`config.mk`:
```
export PLATFORM = sky130hd
export DESIGN_NAME = multiplexed_digit_fade_driver
export DESIGN_NICKNAME = d
export VERILOG_FILES = /design/src/sv/mdfd_pkg.sv /design/src/sv/mdfd_ram.sv /design/src/sv/multiplexed_digit_fade_driver.sv
export SDC_FILE = /design/constraint.sdc
export NUM_CORES = 1
export LEC_CHECK = 0
export ABC_AREA = 1
export ABC_CLOCK_PERIOD_IN_PS = 13500
export BUFFER_PORTS_ARGS = -buffer_cell sky130_fd_sc_hd__buf_2
export CAP_MARGIN = 20
export CORE_UTILIZATION = 40
export DETAILED_ROUTE_END_ITERATION = 6
export SYNTH_ARGS = -nofsm -noshare
export SYNTH_HDL_FRONTEND = slang
export SYNTH_SLANG_ARGS = --single-unit
```
`constraint.sdc`:
```
create_clock -name clk -period 13.5 [get_ports clk]
set_input_delay 2.025 -clock clk [delete_from_list [all_inputs] [get_ports clk]]
set_output_delay 2.025 -clock clk [all_outputs]
set_load 0.02 [all_outputs]
```
`src/sv/mdfd_pkg.sv`:
```
package mdfd_pkg;

    // Default scan length
    localparam int NUM_DIGITS_DEFAULT = 6;

    // Fade animation
    localparam logic [7:0] FADE_DIVIDE = 8'd4;
    localparam logic [4:0] FADE_LAST   = 5'd24;   // 25 levels, 0..24
    localparam logic [4:0] FADE_SWAP   = 5'd12;   // new digit shown above this level

    // Digit codes
    localparam logic [7:0] OFF_CODE       = 8'd10;
    localparam logic [3:0] BLANK_INDEX    = 4'd10;
    localparam logic [7:0] PAIR_BLANK_MIN = 8'd100;

    // Request kinds (input tuser)
    localparam logic [2:0] REQ_SLOT    = 3'd0;
    localparam logic [2:0] REQ_COMPARE = 3'd1;
    localparam logic [2:0] REQ_DIGIT   = 3'd2;
    localparam logic [2:0] REQ_PAIR    = 3'd3;
    localparam logic [2:0] REQ_BLINK   = 3'd4;
    localparam logic [2:0] REQ_BRIGHT  = 3'd5;

    // Drive kinds (output tuser)
    localparam logic [1:0] KIND_NONE  = 2'd0;
    localparam logic [1:0] KIND_BLANK = 2'd1;
    localparam logic [1:0] KIND_DRIVE = 2'd2;
    localparam logic [1:0] KIND_SPARE = 2'd3;

    // Configuration register indexes (paddr bit 2)
    localparam logic CFG_FADE_MODE  = 1'b0;
    localparam logic CFG_MIN_BRIGHT = 1'b1;

    localparam logic [7:0] MIN_BRIGHT_RESET = 8'd10;

    // One digit position's state, held in the record memories
    typedef struct packed {
        logic [3:0] pending;
        logic [3:0] shown;
        logic [4:0] level;
        logic [7:0] divider;
        logic [7:0] compare;
        logic [7:0] bright;
        logic       blink;
    } digit_rec_t;

    localparam digit_rec_t REC_RESET = '{
        pending: 4'd0,
        shown:   4'd0,
        level:   5'd0,
        divider: 8'd0,
        compare: 8'd2,
        bright:  8'd253,
        blink:   1'b0
    };

    // Decoder port pattern, entry 10 is the off pattern
    function automatic logic [7:0] code_pattern(input logic [3:0] d);
        logic [7:0] c;
        case (d)
            4'd0:    c = 8'h00;
            4'd1:    c = 8'h04;
            4'd2:    c = 8'h08;
            4'd3:    c = 8'h0C;
            4'd4:    c = 8'h10;
            4'd5:    c = 8'h14;
            4'd6:    c = 8'h18;
            4'd7:    c = 8'h1C;
            4'd8:    c = 8'h20;
            4'd9:    c = 8'h24;
            default: c = 8'h7C;
        endcase
        return c;
    endfunction

    // Fade envelope, rises to full and falls back
    function automatic logic [7:0] level_value(input logic [4:0] l);
        logic [7:0] v;
        case (l)
            5'd0:    v = 8'd1;
            5'd1:    v = 8'd40;
            5'd2:    v = 8'd70;
            5'd3:    v = 8'd90;
            5'd4:    v = 8'd120;
            5'd5:    v = 8'd150;
            5'd6:    v = 8'd170;
            5'd7:    v = 8'd190;
            5'd8:    v = 8'd210;
            5'd9:    v = 8'd230;
            5'd10:   v = 8'd240;
            5'd11:   v = 8'd250;
            5'd12:   v = 8'd250;
            5'd13:   v = 8'd250;
            5'd14:   v = 8'd240;
            5'd15:   v = 8'd230;
            5'd16:   v = 8'd210;
            5'd17:   v = 8'd190;
            5'd18:   v = 8'd170;
            5'd19:   v = 8'd150;
            5'd20:   v = 8'd120;
            5'd21:   v = 8'd90;
            5'd22:   v = 8'd70;
            5'd23:   v = 8'd40;
            5'd24:   v = 8'd1;
            default: v = 8'd1;
        endcase
        return v;
    endfunction

endpackage

```
`src/sv/mdfd_ram.sv`:
```
module mdfd_ram #(
    parameter int WIDTH = 8,
    parameter int DEPTH = 4,
    localparam int ADDR_W = (DEPTH > 1) ? $clog2(DEPTH) : 1
) (
    input  logic              clk,
    input  logic              we,
    input  logic [ADDR_W-1:0] waddr,
    input  logic [WIDTH-1:0]  wdata,
    input  logic              re,
    input  logic [ADDR_W-1:0] raddr,
    output logic [WIDTH-1:0]  rdata
);

    logic [WIDTH-1:0] mem_reg [DEPTH];
    logic [WIDTH-1:0] rdata_reg;

    // One write port, one registered read port (read returns old data on a clash)
    always_ff @(posedge clk)
    begin
        if (we)
        begin
            mem_reg[waddr] <= wdata;
        end
        if (re)
        begin
            rdata_reg <= mem_reg[raddr];
        end
    end

    assign rdata = rdata_reg;

endmodule

```
`src/sv/multiplexed_digit_fade_driver.sv`:
```
// Multiplexed display scanner with per-digit fade. Each input transaction is a
// slot tick, a compare tick or a register write, and gives exactly one output
// transaction. The block accepts one transaction per clock while the output is not stalled.
// The record read is issued on the accepting edge, and the result is loaded into the output
// register when the transaction moves on, together with the modify and write back. It then
// waits there for m_axis_tready while the next transaction is already read. Digit state lives in
// two record memories (even and odd positions) so that a pair write updates both digits at
// once; a bypass register covers a read of the entry written in the same cycle, and entries
// not yet written read as their reset state, so no clearing pass is needed. The user must write
// configuration over the APB port only while the stream is idle; the block does not enforce it.
module multiplexed_digit_fade_driver #(
    parameter int NUM_DIGITS = mdfd_pkg::NUM_DIGITS_DEFAULT
) (
    input  logic        clk,
    input  logic        rst_n,

    // Configuration
    input  logic        psel,
    input  logic        penable,
    input  logic        pwrite,
    input  logic [2:0]  paddr,
    input  logic [31:0] pwdata,
    output logic [31:0] prdata,
    output logic        pready,

    // Requests
    input  logic        s_axis_tvalid,
    output logic        s_axis_tready,
    input  logic [15:0] s_axis_tdata,   // [2:0] digit_index, [10:3] value
    input  logic [2:0]  s_axis_tuser,   // [2:0] req_type

    // Drive results
    output logic        m_axis_tvalid,
    input  logic        m_axis_tready,
    output logic [23:0] m_axis_tdata,   // [5:0] digit_select, [13:6] decoder_code,
                                        // [21:14] pwm_compare
    output logic [1:0]  m_axis_tuser    // [1:0] drive_kind
);

    localparam int BANK_DEPTH = (NUM_DIGITS + 1) / 2;
    localparam int ADDR_W     = (BANK_DEPTH > 1) ? $clog2(BANK_DEPTH) : 1;
    localparam int POS_W      = $clog2(NUM_DIGITS);
    localparam int REC_W      = $bits(mdfd_pkg::digit_rec_t);
    localparam logic [3:0] NUM_DIGITS_L = 4'(NUM_DIGITS);
    localparam logic [3:0] NUM_PAIRS_L  = 4'(NUM_DIGITS / 2);
    localparam logic [POS_W-1:0] LAST_POS = POS_W'(NUM_DIGITS - 1);

    // ------------------------------------------------------------------
    // Configuration registers
    logic       fade_mode_reg,  fade_mode_next;
    logic [7:0] min_bright_reg, min_bright_next;
    logic       cfg_write;

    assign pready    = 1'b1;
    assign cfg_write = psel & penable & pwrite;

    always_comb
    begin
        fade_mode_next  = fade_mode_reg;
        min_bright_next = min_bright_reg;
        if (cfg_write)
        begin
            unique case (paddr[2])
                mdfd_pkg::CFG_FADE_MODE:  fade_mode_next  = pwdata[0];
                mdfd_pkg::CFG_MIN_BRIGHT: min_bright_next = pwdata[7:0];
                default: ;
            endcase
        end
    end

    always_ff @(posedge clk or negedge rst_n)
    begin
        if (!rst_n)
        begin
            fade_mode_reg  <= 1'b0;
            min_bright_reg <= mdfd_pkg::MIN_BRIGHT_RESET;
        end
        else
        begin
            fade_mode_reg  <= fade_mode_next;
            min_bright_reg <= min_bright_next;
        end
    end

    always_comb
    begin
        unique case (paddr[2])
            mdfd_pkg::CFG_FADE_MODE:  prdata = 32'(fade_mode_reg);
            mdfd_pkg::CFG_MIN_BRIGHT: prdata = 32'(min_bright_reg);
            default:                  prdata = '0;
        endcase
    end

    // ------------------------------------------------------------------
    // Accept stage: pick the digit, issue the record read, step the scan
    logic [2:0]       in_req;
    logic [2:0]       in_idx;
    logic [7:0]       in_val;
    logic             in_accept;
    logic             in_is_tick;
    logic             in_is_pair;
    logic [2:0]       in_digit;
    logic             in_ok;
    logic [2:0]       in_addr_full;
    logic [ADDR_W-1:0] rd_addr;

    logic [POS_W-1:0] scan_pos_reg, scan_pos_next;

    logic             s1_valid_reg, s1_valid_next;
    logic             s1_advance;
    logic [2:0]       s1_req_reg;
    logic [2:0]       s1_digit_reg;
    logic [ADDR_W-1:0] s1_addr_reg;
    logic             s1_ok_reg;
    logic [7:0]       s1_val_reg;

    logic             out_valid_reg, out_valid_next;

    assign in_req = s_axis_tuser;
    assign in_idx = s_axis_tdata[2:0];
    assign in_val = s_axis_tdata[10:3];

    assign s1_advance    = s1_valid_reg & (~out_valid_reg | m_axis_tready);
    assign s_axis_tready = ~s1_valid_reg | s1_advance;
    assign in_accept     = s_axis_tvalid & s_axis_tready;

    assign in_is_tick = (in_req == mdfd_pkg::REQ_SLOT) || (in_req == mdfd_pkg::REQ_COMPARE);
    assign in_is_pair = (in_req == mdfd_pkg::REQ_PAIR);
    assign in_digit   = in_is_tick ? 3'(scan_pos_reg) : in_idx;
    assign in_ok      = in_is_pair ? ({1'b0, in_idx} < NUM_PAIRS_L)
                                   : ({1'b0, in_idx} < NUM_DIGITS_L);
    assign in_addr_full = in_is_pair ? in_idx : {1'b0, in_digit[2:1]};
    assign rd_addr      = in_addr_full[ADDR_W-1:0];

    always_comb
    begin
        scan_pos_next = scan_pos_reg;
        if (in_accept && (in_req == mdfd_pkg::REQ_COMPARE))
        begin
            scan_pos_next = (scan_pos_reg == LAST_POS) ? '0 : scan_pos_reg + 1'b1;
        end
    end

    assign s1_valid_next = in_accept ? 1'b1 : (s1_advance ? 1'b0 : s1_valid_reg);

    always_ff @(posedge clk or negedge rst_n)
    begin
        if (!rst_n)
        begin
            scan_pos_reg <= '0;
            s1_valid_reg <= 1'b0;
        end
        else
        begin
            scan_pos_reg <= scan_pos_next;
            s1_valid_reg <= s1_valid_next;
        end
    end

    always_ff @(posedge clk)
    begin
        if (in_accept)
        begin
            s1_req_reg   <= in_req;
            s1_digit_reg <= in_digit;
            s1_addr_reg  <= rd_addr;
            s1_ok_reg    <= in_ok;
            s1_val_reg   <= in_val;
        end
    end

    // ------------------------------------------------------------------
    // Record memories, bank 0 even positions, bank 1 odd positions
    logic [REC_W-1:0]     ram_rdata [2];
    mdfd_pkg::digit_rec_t cur_rec   [2];
    mdfd_pkg::digit_rec_t wr_rec    [2];
    logic                 wr_en     [2];

    for (genvar b = 0; b < 2; b++)
    begin : g_bank
        logic [BANK_DEPTH-1:0] ent_valid_reg;
        logic                  fwd_valid_reg;
        logic [ADDR_W-1:0]     fwd_addr_reg;
        mdfd_pkg::digit_rec_t  fwd_rec_reg;

        mdfd_ram #(
            .WIDTH (REC_W),
            .DEPTH (BANK_DEPTH)
        ) u_ram (
            .clk   (clk),
            .we    (wr_en[b]),
            .waddr (s1_addr_reg),
            .wdata (wr_rec[b]),
            .re    (in_accept),
            .raddr (rd_addr),
            .rdata (ram_rdata[b])
        );

        // Entry written at all since reset, and the last write for bypass
        always_ff @(posedge clk or negedge rst_n)
        begin
            if (!rst_n)
            begin
                ent_valid_reg <= '0;
                fwd_valid_reg <= 1'b0;
            end
            else if (wr_en[b])
            begin
                ent_valid_reg[s1_addr_reg] <= 1'b1;
                fwd_valid_reg              <= 1'b1;
            end
        end

        always_ff @(posedge clk)
        begin
            if (wr_en[b])
            begin
                fwd_addr_reg <= s1_addr_reg;
                fwd_rec_reg  <= wr_rec[b];
            end
        end

        // Latest write wins, untouched entries read as reset state
        assign cur_rec[b] = (fwd_valid_reg && (fwd_addr_reg == s1_addr_reg)) ? fwd_rec_reg :
                            ent_valid_reg[s1_addr_reg] ?
                                mdfd_pkg::digit_rec_t'(ram_rdata[b]) : mdfd_pkg::REC_RESET;
    end

    // ------------------------------------------------------------------
    // Modify stage
    mdfd_pkg::digit_rec_t sel_rec;
    mdfd_pkg::digit_rec_t step_rec;
    mdfd_pkg::digit_rec_t upd_rec;
    logic [7:0]  div_inc;
    logic [4:0]  lvl_inc;
    logic [15:0] fade_prod;
    logic [16:0] fade_sum;
    logic [7:0]  fade_cmp;
    logic [15:0] tens_prod;
    logic [3:0]  pair_tens;
    logic [7:0]  pair_rem;
    logic [3:0]  pair_units;
    logic [7:0]  bright_clamped;
    logic        single_wr;
    logic        s1_bank;

    logic [1:0] out_kind_reg, out_kind_next;
    logic [5:0] out_sel_reg,  out_sel_next;
    logic [7:0] out_code_reg, out_code_next;
    logic [7:0] out_cmp_reg,  out_cmp_next;

    assign s1_bank = s1_digit_reg[0];
    assign sel_rec = s1_bank ? cur_rec[1] : cur_rec[0];

    // One fade step: divide down, then move the level and reload the compare
    assign div_inc   = sel_rec.divider + 8'd1;
    assign lvl_inc   = (sel_rec.level >= mdfd_pkg::FADE_LAST) ? 5'd0 : sel_rec.level + 5'd1;
    assign fade_prod = mdfd_pkg::level_value(lvl_inc) * sel_rec.bright;
    // floor(x / 255) for x below 65280, which covers every product here
    assign fade_sum  = 17'(fade_prod) + 17'(fade_prod[15:8]) + 17'd1;
    assign fade_cmp  = fade_sum[15:8] + (8'd255 - sel_rec.bright);

    always_comb
    begin
        step_rec = sel_rec;
        if (div_inc == mdfd_pkg::FADE_DIVIDE)
        begin
            step_rec.divider = 8'd0;
            step_rec.level   = lvl_inc;
            step_rec.compare = fade_cmp;
            if (lvl_inc > mdfd_pkg::FADE_SWAP)
            begin
                step_rec.shown = sel_rec.pending;
            end
        end
        else
        begin
            step_rec.divider = div_inc;
        end
    end

    // Pair split: tens by reciprocal multiply, valid below 160
    assign tens_prod  = s1_val_reg * 8'd205;
    assign pair_tens  = tens_prod[14:11];
    assign pair_rem   = s1_val_reg - {1'b0, pair_tens, 3'b000} - {3'b000, pair_tens, 1'b0};
    assign pair_units = pair_rem[3:0];

    assign bright_clamped = (s1_val_reg < min_bright_reg) ? min_bright_reg : s1_val_reg;

    always_comb
    begin
        upd_rec       = sel_rec;
        single_wr     = 1'b0;
        wr_rec[0]     = cur_rec[0];
        wr_rec[1]     = cur_rec[1];
        out_kind_next = mdfd_pkg::KIND_NONE;
        out_sel_next  = '0;
        out_code_next = '0;
        out_cmp_next  = '0;

        unique case (s1_req_reg)
            mdfd_pkg::REQ_SLOT:
            begin
                out_kind_next = mdfd_pkg::KIND_BLANK;
                out_cmp_next  = sel_rec.compare;
                single_wr     = 1'b1;
                if (!fade_mode_reg)
                begin
                    if (sel_rec.blink || (sel_rec.level != 5'd0))
                    begin
                        upd_rec = step_rec;
                    end
                    else
                    begin
                        upd_rec.shown = sel_rec.pending;
                    end
                end
                else if ((sel_rec.shown != sel_rec.pending) || (sel_rec.level != 5'd0))
                begin
                    upd_rec = step_rec;
                end
            end
            mdfd_pkg::REQ_COMPARE:
            begin
                out_kind_next = mdfd_pkg::KIND_DRIVE;
                out_sel_next  = 6'd1 << s1_digit_reg;
                out_code_next = mdfd_pkg::code_pattern(
                    (sel_rec.shown > mdfd_pkg::BLANK_INDEX) ? mdfd_pkg::BLANK_INDEX
                                                            : sel_rec.shown);
            end
            mdfd_pkg::REQ_DIGIT:
            begin
                single_wr       = s1_ok_reg;
                upd_rec.pending = (s1_val_reg >= mdfd_pkg::OFF_CODE) ? mdfd_pkg::BLANK_INDEX
                                                                     : s1_val_reg[3:0];
            end
            mdfd_pkg::REQ_PAIR:
            begin
                if (s1_val_reg >= mdfd_pkg::PAIR_BLANK_MIN)
                begin
                    wr_rec[0].pending = mdfd_pkg::BLANK_INDEX;
                    wr_rec[1].pending = mdfd_pkg::BLANK_INDEX;
                end
                else
                begin
                    wr_rec[0].pending = pair_tens;
                    wr_rec[1].pending = pair_units;
                end
            end
            mdfd_pkg::REQ_BLINK:
            begin
                single_wr     = s1_ok_reg;
                upd_rec.blink = s1_val_reg[0];
            end
            mdfd_pkg::REQ_BRIGHT:
            begin
                single_wr       = s1_ok_reg;
                upd_rec.bright  = bright_clamped;
                upd_rec.compare = 8'd255 - bright_clamped;
            end
            default: ;
        endcase

        // Single-digit updates go to the bank of that digit
        if (s1_req_reg != mdfd_pkg::REQ_PAIR)
        begin
            wr_rec[0] = upd_rec;
            wr_rec[1] = upd_rec;
        end
    end

    // Write back only when the transaction moves on
    always_comb
    begin
        if (s1_req_reg == mdfd_pkg::REQ_PAIR)
        begin
            wr_en[0] = s1_advance & s1_ok_reg;
            wr_en[1] = s1_advance & s1_ok_reg;
        end
        else
        begin
            wr_en[0] = s1_advance & single_wr & ~s1_bank;
            wr_en[1] = s1_advance & single_wr & s1_bank;
        end
    end

    // ------------------------------------------------------------------
    // Output register
    assign out_valid_next = s1_advance ? 1'b1 : (m_axis_tready ? 1'b0 : out_valid_reg);

    always_ff @(posedge clk or negedge rst_n)
    begin
        if (!rst_n)
        begin
            out_valid_reg <= 1'b0;
        end
        else
        begin
            out_valid_reg <= out_valid_next;
        end
    end

    always_ff @(posedge clk)
    begin
        if (s1_advance)
        begin
            out_kind_reg <= out_kind_next;
            out_sel_reg  <= out_sel_next;
            out_code_reg <= out_code_next;
            out_cmp_reg  <= out_cmp_next;
        end
    end

    assign m_axis_tvalid = out_valid_reg;
    assign m_axis_tuser  = out_kind_reg;
    assign m_axis_tdata  = {2'b00, out_cmp_reg, out_code_reg, out_sel_reg};

endmodule

```
==> out/results.env <==
RESULT_OF_THE_RUN='finished, final reports clean'
GRT_SETUP_UNREPAIRED='no'
GLOBAL_ROUTE_TOTAL_USAGE_ACROSS_EVERY_LAYER_PCT=20.5
HOLD_PATH.CLASS='register to register'
CAP_VIOL_MAX_COUNT=0
FLOORPLAN.DIE.HEIGHT_UM=244
SHARE_OF_LAYOUT_CELLS_ABOVE_DRIVE_STRENGTH_1_PCT=9.90
AVERAGE_INSTANCE_AREA_AFTER_SYNTHESIS_SQ_UM=10.5
GRT-OVFL-TOTAL=0
END_KIND='register'
WORST_PATH_LARGEST_CELL_DELAY_NS=0.68
ANTENNA_VIOLATING_NETS_POST_ROUTE=0
FMAX_MHz=85.7
TOTALWIRELENGTH_UM=60900
POST_CTS_RESIZED=0
SLEW_VIOLATIONS=0
WORST_PATH_MAX_DELAY_CELL='a22oi_1'
FLOORPLAN.CORE_AREA_SQ_UM=57700
CTS_MAX_LEVEL=2
SYN_AREA_SQ_UM=23400
POST_SYNTH_CELL_TYPES=63
NUM_VIAS=16600
GRT_MAX_DEGREE=78
WL_PER_CELL_UM=19.8
PLACE_CONGESTION=0.874
CRITICALPATHCATEGORY='register to register'
MAX-SLEW-MARGIN-REL_PCT=26.4
SYNTHTOLAYOUTAREAGROWTH_PCT=10.4
DRT_ITER0_DRCS=1357
FLOORPLAN.INITIALDENSITY_PCT=40.6
FP-ROW-COUNT=88
FIN_TNS_SETUP_NS=0
BOUNDARYPINS=122
YS_WARN_COUNT=0
DETAILED_PLACE_HPWL_UM=38800
CLKLATENCYLATEPIN_NS=0.59
CLOCK_PATH_BUFFERS=3
SETUP_VIOL=0
CLOCK_SINKS=444
ANTENNA_FOUND_INITIAL=0
GRT_PASS1_WL_UM=93800
CRITICAL_PATH_PEAK_FANOUT=27
PATH_DELAY_FAMILY='adder cells'
START_KIND='register'
CLK_PIN_SLEW_NS=0.06
CLOCK_SKEW_NS=0.0224
POSTCTSSETUPBUFFERS=0
DIE-AREA_SQ_UM=59500
SYNTH-SEQ-CELLS=444
PATH_BUF_INV=12
WORSTMARGINPINSLEW_NS=1.10
BUFFER_PORTS.INSERTED=60
VIA_COUNT_OF_THE_FIRST_GLOBAL_ROUTING_PASS=16400
FINAL_NET_COUNT=2498
CTS-ROOT-BUF='clkbuf_16'
SYNTH-SEQ-AREA-SHARE_PCT=56.5
MIN_PERIOD_OVER_PERIOD_PCT=86.4
WORST-ENDPOINT-REQUIRED_NS=13.92
DETAIL_ROUTE.FIRST_PASS.ITERATIONS=7
TRITONCTS.NUM_BUFFERS=46
CPMOSTUSEDCELL='nand2_1'
DRC=0
FINAL_PERIOD_MINUS_WORST_SETUP_SLACK_NS=11.66
WORST_EP_ARRIVAL_TIME_NS=12.09
LARGEST_REG_FLOPS=228
SYNTH_CELLS=2219
DIE-WIDTH_UM=244
CTS_TREE='yes'
VIAS_PER_CELL=5.42
HOLD_BUFFERS=0
FINALHOLDVIOLCOUNT=0
-- Yosys cell counts, drive strengths merged --
library cell	n	area, sq um
nor2	210	817
o21bai	3	22.5
xor2	24	210
and2	1	6.26
a31oi	4	25.0
and3	1	6.26
o221ai	2	17.5
o22a	1	8.76
mux2i	2	20.0
o31ai	1	7.51
a22oi	37	288
o21a	2	15.0
dfrtp	20	500
dfstp	2	52.6
buf	48	360
ha	119	1490
o21ai	294	1500
nor3	12	65.1
xnor2	14	123
a21oi	67	343
a221oi	1	8.76
clkinv	5	31.3
conb	2	7.51
nand4	8	56.3
nand3	75	428
a21boi	3	26.3
inv	231	875
a21o	3	22.5
edfxtp	422	12700
or2	24	150
o211ai	14	110
clkbuf	57	214
nand2	420	1650
a22o	17	149
fa	48	961
o22ai	20	125
nor4	3	18.8
a211oi	2	15.0
-- cells by family after synthesis --
family / synth area share [%]
AOI/OAI and AO/OA: 11.5
xor gates and xnor gates: 1.42
adders and majority gates: 10.5
buffers and inverters: 6.33
DFF: 56.5
muxes: 0.0856
other: 0.0321
and+or+nand+nor: 13.7
-- final timing paths --
check                                                   to                        from  slack, ns  cells after the start
min in group asynchronous                min_bright_reg[7]                       rst_n       1.44                      1
worst min register to register  g_bank[1].ent_valid_reg[0]  g_bank[1].ent_valid_reg[0]       0.47                      1
max in group asynchronous       g_bank[0].ent_valid_reg[0]                       rst_n      11.67                      1
worst max register to register   g_bank[0].fwd_rec_reg[16]              s1_addr_reg[0]       1.84                     61
worst max-delay path             g_bank[0].fwd_rec_reg[16]              s1_addr_reg[0]       1.84                     61
worst min-delay path            g_bank[1].ent_valid_reg[0]  g_bank[1].ent_valid_reg[0]       0.47                      1
-- layer usage --
layer  track usage (%)  vias to the layer above  routed length (um)
li1                  -                     7692                   -
met1              26.9                     8260               26000
met2              34.8                      587               29600
met3              3.12                       92                3840
met4              6.18                        0                1480
met5                 0                        -                   0
-- cells in the final DEF, fill, tap and decap left out, types with 30 or more instances in the layout --
cell       Yosys  layout
nand3_1       69      69
clkbuf_16      0      47
inv_1        221     218
nand2_1      406     405
edfxtp_1     422     422
conb_1         2      30
ha_1         119     119
o21ai_0      273     270
a22oi_1       35      35
fa_1          48      48
a21oi_1       65      65
buf_2          8      60
nor2_1       206     198
-- final cells by class --
cell class	instances	area (sq um)
fillers	5431	31900
flip-flops and latches	444	13200
multi-input cells	1462	8890
clock buffers	62	1230
well taps	765	957
inverters	236	910
repair buffers	80	450
clock inverters	20	165
diodes	1	2.50
-- per-stage QoR --
step,util (%),std cells,worst slack [ns],hold WS (ns),area (sq um)
final,44.8,3070,1.84,0.471,25800
after floorplan,-,2247,4.23,0.440,23500
after detailed placement,42.4,2987,2.00,0.458,24400
after global routing,44.8,3069,0.985,0.488,25800
after global placement,42.4,2987,2.05,0.457,24400
after CTS,44.8,3069,1.93,0.472,25800
Power is not shown: default switching activity piles up to over one toggle a cycle in this logic, so the estimate is an artifact.
